### src/hw/rtl/pev_pkg.sv
package pev_pkg;

  localparam int MaxBoxesDefault  = 64;
  localparam int CoordBitsDefault = 10;
  localparam int VolBits          = 30;
  localparam int CapBits          = 32;

  typedef enum logic [1:0] {
    CMD_CLEAR = 2'd0,
    CMD_ADD   = 2'd1,
    CMD_LOAD  = 2'd2,
    CMD_POINT = 2'd3
  } cmd_t;

  typedef enum logic [1:0] {
    SPAWN_RIGHT = 2'd0,
    SPAWN_TOP   = 2'd1,
    SPAWN_FRONT = 2'd2,
    SPAWN_NONE  = 2'd3
  } spawn_t;

  typedef enum logic [2:0] {
    ST_IDLE,
    ST_SCAN,
    ST_DRAIN,
    ST_MUL1,
    ST_MUL2,
    ST_DONE,
    ST_OUT
  } state_t;

  // Commands from controller to datapath.
  typedef struct packed {
    logic capture;
    logic do_clear;
    logic do_add;
    logic do_load;
    logic scan_start;
    logic scan_step;
    logic scan_last;
    logic drain;
    logic mul1;
    logic mul2;
    logic finish;
  } pev_cmd_t;

  // Status from datapath to controller.
  typedef struct packed {
    logic table_empty;
    logic last_entry;
  } pev_stat_t;

endpackage

### src/hw/rtl/pev_ctrl.sv
module pev_ctrl (
  input  logic              clk,
  input  logic              rst_n,
  input  logic              in_valid,
  output logic              in_ready,
  input  logic [1:0]        in_command,
  output logic              out_valid,
  input  logic              out_ready,
  input  pev_pkg::pev_stat_t stat,
  output pev_pkg::pev_cmd_t  cmd
);

  pev_pkg::state_t state_r, state_nxt;

  // State register.
  always_ff @(posedge clk) begin
    if (!rst_n) begin
      state_r <= pev_pkg::ST_IDLE;
    end else begin
      state_r <= state_nxt;
    end
  end

  // Next state and commands.
  always_comb begin
    state_nxt = state_r;
    cmd       = '0;
    in_ready  = 1'b0;
    out_valid = 1'b0;
    case (state_r)
      pev_pkg::ST_IDLE: begin
        in_ready = 1'b1;
        if (in_valid) begin
          cmd.capture = 1'b1;
          case (pev_pkg::cmd_t'(in_command))
            pev_pkg::CMD_CLEAR: begin
              cmd.do_clear = 1'b1;
              state_nxt    = pev_pkg::ST_OUT;
            end
            pev_pkg::CMD_ADD: begin
              cmd.do_add = 1'b1;
              state_nxt  = pev_pkg::ST_OUT;
            end
            pev_pkg::CMD_LOAD: begin
              cmd.do_load = 1'b1;
              state_nxt   = pev_pkg::ST_OUT;
            end
            default: begin
              cmd.scan_start = 1'b1;
              state_nxt = stat.table_empty ? pev_pkg::ST_MUL1 : pev_pkg::ST_SCAN;
            end
          endcase
        end
      end
      pev_pkg::ST_SCAN: begin
        cmd.scan_step = 1'b1;
        if (stat.last_entry) begin
          cmd.scan_last = 1'b1;
          state_nxt     = pev_pkg::ST_DRAIN;
        end
      end
      pev_pkg::ST_DRAIN: begin
        cmd.drain = 1'b1;
        state_nxt = pev_pkg::ST_MUL1;
      end
      pev_pkg::ST_MUL1: begin
        cmd.mul1  = 1'b1;
        state_nxt = pev_pkg::ST_MUL2;
      end
      pev_pkg::ST_MUL2: begin
        cmd.mul2  = 1'b1;
        state_nxt = pev_pkg::ST_DONE;
      end
      pev_pkg::ST_DONE: begin
        cmd.finish = 1'b1;
        state_nxt  = pev_pkg::ST_OUT;
      end
      pev_pkg::ST_OUT: begin
        out_valid = 1'b1;
        if (out_ready) begin
          state_nxt = pev_pkg::ST_IDLE;
        end
      end
      default: state_nxt = pev_pkg::ST_IDLE;
    endcase
  end

endmodule

### config.mk
export PLATFORM = sky130hd
export DESIGN_NAME = pev_ctrl
export DESIGN_NICKNAME = d
export VERILOG_FILES = /design/src/hw/rtl/pev_pkg.sv /design/src/hw/rtl/pev_ctrl.sv
export SDC_FILE = /design/constraint.sdc
export NUM_CORES = 1
export LEC_CHECK = 0
export CORE_AREA = 2 2 39 41
export CTS_CLUSTER_DIAMETER = 100
export CTS_CLUSTER_SIZE = 8
export DETAILED_ROUTE_END_ITERATION = 16
export DIE_AREA = 0 0 41 43
export DONT_BUFFER_PORTS = 1
export SETUP_SLACK_MARGIN = 0.05
export SLEW_MARGIN = 20
export SYNTH_ARGS = -nofsm -noshare
export SYNTH_HDL_FRONTEND = slang
export SYNTH_SLANG_ARGS = --single-unit
### constraint.sdc
create_clock -name clk -period 2.3 [get_ports clk]
set_input_delay 0.345 -clock clk [delete_from_list [all_inputs] [get_ports clk]]
set_output_delay 0.345 -clock clk [all_outputs]
set_load 0.01 [all_outputs]
# Yosys cells after proc, flatten, opt, wreduce, memory -nomap -nowiden
# Cells that the tools add are included.
dict set report totals {
  word_cells 36
  input_bits 8
  output_inout_bits 13
  reg_bits 3
}
dict set report classes {
  reduce_logical 4
  mux 20
  eq_ne 11
}
# operator count
set ops {}
lappend ops {{$pmux 3 s7} 1}
lappend ops {{$mux 3} 4}
lappend ops {{$mux 1} 11}
lappend ops {{$mux 5} 2}
lappend ops {{$eq 3x3->1 const B} 3}
lappend ops {{$eq 3x2->1 const B} 2}
lappend ops {{$ne 2x2->1 const B} 3}
lappend ops {{$mux 2} 2}
lappend ops {{$eq 3x1->1 const B} 1}
lappend ops {{$logic_not 3->1} 1}
lappend ops {{$reduce_and 3->1} 1}
lappend ops {{$reduce_or 3->1} 1}
lappend ops {{$eq 2x1->1 const B} 1}
lappend ops {{$eq 2x2->1 const B} 1}
lappend ops {{$logic_not 2->1} 1}

# Depth between registers and ports, before layout
dict set report depth {
  word_depth 5
  ltp_mapped 4
  ltp_nobuf 3
}

# Worst setup path after synthesis
# OpenSTA, ideal clock, no wires.
dict set report synth_timing {
  path_kind {register -> output}
  startpoint {reg state_r[0]}
  endpoint {out cmd[9] in the netlist's numbering}
  n_path_buf 1
  stages_incl_launch_ff 5
  t_arrival_ps 1048
  slack_ps 907
  t_required_ps 1955
  path_cell_list {dfxtp_1 -> buf_6 -> nor3_4 -> nand2_2 -> nor3_1}
}
# element line
set synth_lines {}
lappend synth_lines {{start, declared} pev_ctrl.sv:13} ;# pev_pkg::state_t state_r, state_nxt;
lappend synth_lines {{start signal, assigned} pev_ctrl.sv:18} ;# state_r <= pev_pkg::ST_IDLE;
lappend synth_lines {{start signal, assigned} pev_ctrl.sv:20} ;# state_r <= state_nxt;
lappend synth_lines {{end, declared} pev_ctrl.sv:10} ;# output pev_pkg::pev_cmd_t cmd

==> results.yml <==
layout:
  top_register: "state_r"
  reg_top3: "state_r: 3 flops"
  area_delta_synth_final_pct: 5.02
  multi_input_area_um2: 223
  final_util_pct: 24.6
  drive_gt1_share_pct: 15.9
  largest_reg_flops: 3
  seq_area_um2: 60.1
  fillers: 153
  antenna_cells: 0
  final_nets: 53
worst_setup_path:
  required_ps: 1960
  endpoint_kind: "output port"
  path_max_fanout: 12
  crit_chain: "nor3_4 > nand2_2 > nor3_1"
  start_kind: "flip-flop"
  slowest_delay_ps: 420
  cp.arrival_ps: 1390
  critPathSlowestCell: "dfxtp_1"
  critPathTopFamily: "simple AND/OR/NAND/NOR gates"
  regToRegSetupSlack_ps: 1010
  critPathBufInv: 0
  reg2reg_from: "state_r[0]$_SDFFE_PN0P_"
  path_class: "flip-flop to output port"
  r2r_end: "state_r[0]$_SDFFE_PN0P_"
  reg2regPathDepth: 3
logic_synthesis:
  synthArstFlopShare_pct: 0
  synth_ff_type: "dfxtp_1"
  syn_avg_cell_area_um2: 7.54
  synthCells: 43
  synth_warnings: 0
  synth_fp_nets: 51
  synth.distinct_cells: 26
  synth_area_um2: 324
  seq_area_frac_synth_pct: 18.5
  synth_edf_count: 0
  ys_seq_elements: 3
die:
  dieArea_um2: 1760
  die_h_um: 43
  rows: 14
  die_w_um: 41
  core-area_um2: 1380
  initial_core_util_pct: 23.4
  num_io_pins: 21
place:
  gp_congestion: 0.693
  dpl.hpwl_um: 590
  port_buffers: 0
worst_hold_path:
  hold_path_startpoint: "rst_n"
  hp-class: "primary input to flip-flop"
  hold_path_depth: 1
  hold-path-endpoint: "state_r[0]$_SDFFE_PN0P_"
clock_network:
  clk_pin_slew_ps: 40
  numCtsBuffers: 3
  cts_tree: "yes"
  insertion_delay_ps: 240
  postCtsHoldBufs: 0
  cts_root_buf: "clkbuf_4"
  clock_sinks: 3
  ctsHtreeMaxLevel: 1
  postCtsSetupBuffers: 0
  clock_path_buffers: 2
  ctsResizeCount: 0
grt:
  grt_overflow_total: 0
  antenna_found_initial: 0
  grt_use_total_pct: 10.3
  grt_max_degree: 13
  grt_pass1_wl_mm: 1.18
  grt_pass1_vias: 288
power_and_ir_drop:
  power_frac_clock_pct: 29.9
  p_per_area_nw_per_um2: 973
  pwr-share-seq_pct: 32.7
  p_comb_share_pct: 37.4
  p_int_w: 0.000184
  ir_worst_vdd_mv: 0.300
  power.switching_w: 0.000147
  power.leakage_nw: 0.137
  switching_share_pct: 44.4
timing:
  max_clock_freq_ghz: 0.576
  period_share_pct: 75.5
  rsz0062_at_grt: "no"
  tightest_slew_ps: 400
  finalMaxSlewViolations: 0
  relSlewSlack_pct: 73.3
  hold_viol_final: 0
  finalSetupViolCount: 0
  period_minus_slack_ps: 1740
  skew_ps: 1.72
  setup_tns_ps: 0
routing:
  wl_per_cell_um: 12.4
  drtAntennaViolNets: 0
  drc: 0
  firstDrtPassIters: 2
  vias: 296
  drt_iter0_drc: 9
  wirelength_um: 746
  avgViaCountPerCell: 4.93
job:
  drv_cap: 0
outcome:
  status: "finished, final reports clean"
==> routing by layer <==
metal / vias to the layer above / track usage (%) / wire length (µm)
met4: 0 / 10.0 / 17
met1: 121 / 11.5 / 270
li1: 154 / - / -
met3: 2 / 5.76 / 116
met5: - / 0 / 0
met2: 19 / 12.8 / 342
==> worst max-delay path by stage <==
stage	start	to	slack, ps	cells after the start
after floorplan	state_r[0]$_SDFFE_PN0P_	cmd[9]	910	4
after global placement	state_r[2]$_SDFFE_PN0P_	cmd[9]	830	3
after detailed placement	state_r[2]$_SDFFE_PN0P_	cmd[9]	820	3
after CTS	state_r[2]$_SDFFE_PN0P_	cmd[9]	550	3
after global routing	state_r[2]$_SDFFE_PN0P_	cmd[8]	480	3
final	state_r[2]$_SDFFE_PN0P_	cmd[9]	560	3
==> worst reg2reg max path, cell delays in order (launching register included) <==
cell and delay, ps:
dfxtp_1 550, or3b_1 380, a21oi_1 170, o21a_1 130
==> metrics by stage <==
stage / hold slack [ps] / instances / total power, W / worst slack (ps) / area [µm²]
2_1_floorplan: 463 / 43 / 0.000238 / 907 / 324
3_3_place_gp: 478 / 56 / 0.000234 / 826 / 314
3_5_place_dp: 484 / 56 / 0.000236 / 817 / 314
4_1_cts: 232 / 60 / 0.000337 / 554 / 340
5_1_grt: 238 / 60 / 0.000358 / 480 / 340
6_report: 232 / 60 / 0.000331 / 564 / 340
==> final cells by class <==
type / instances / share of cell area (%)
Sequential cell: 3 / 17.6
Tap cell: 16 / 5.88
Multi-Input combinational cell: 34 / 65.4
Clock buffer: 4 / 7.72
Inverter: 3 / 3.31
==> cells in the mapped netlist (2+ instances only) <==
cell type / number / share of area (%)
and3_1: 3 / 5.8
a21oi_1: 2 / 3.1
nand2b_1: 2 / 3.9
nor3b_2: 2 / 7.7
nor3_1: 2 / 3.1
dfxtp_1: 3 / 19
nand2_1: 2 / 2.3
inv_1: 3 / 3.5
buf_6: 2 / 6.9
nor2_1: 6 / 6.9
==> kinds of logic (layout without fill, tap and decap cells) <==
logic type             after synthesis  count (layout)  share of synthesized area [%]
and+or+nand+nor                     26              26                           52.5
AOI/OAI and AO/OA                    8               8                           16.2
buffers and inverters                6               7                           12.7
DFF                                  3               3                           18.5
==> cell usage in the layout, fill, tap and decap left out, types with 2 or more instances in the layout <==
| cell type | count |
|---|---|
| a21oi_1 | 2 |
| and3_1 | 3 |
| clkbuf_4 | 3 |
| dfxtp_1 | 3 |
| inv_1 | 3 |
| nand2_1 | 2 |
| nand2b_1 | 2 |
| nor2_1 | 6 |
| nor3_1 | 2 |
| nor3b_2 | 2 |
==> power groups by stage <==
| stage | Sequential, W | Clock (W) | Combinational [W] |
|---|---|---|---|
| floorplan | 0.0000760 | 0 | 0.000162 |
| global placement | 0.000108 | 0 | 0.000126 |
| detailed placement | 0.000109 | 0 | 0.000127 |
| CTS | 0.000108 | 0.000102 | 0.000127 |
| global route | 0.000116 | 0.000105 | 0.000138 |
| finish | 0.000108 | 0.0000989 | 0.000124 |
No activity file was read; power rests on OpenSTA's default activity.
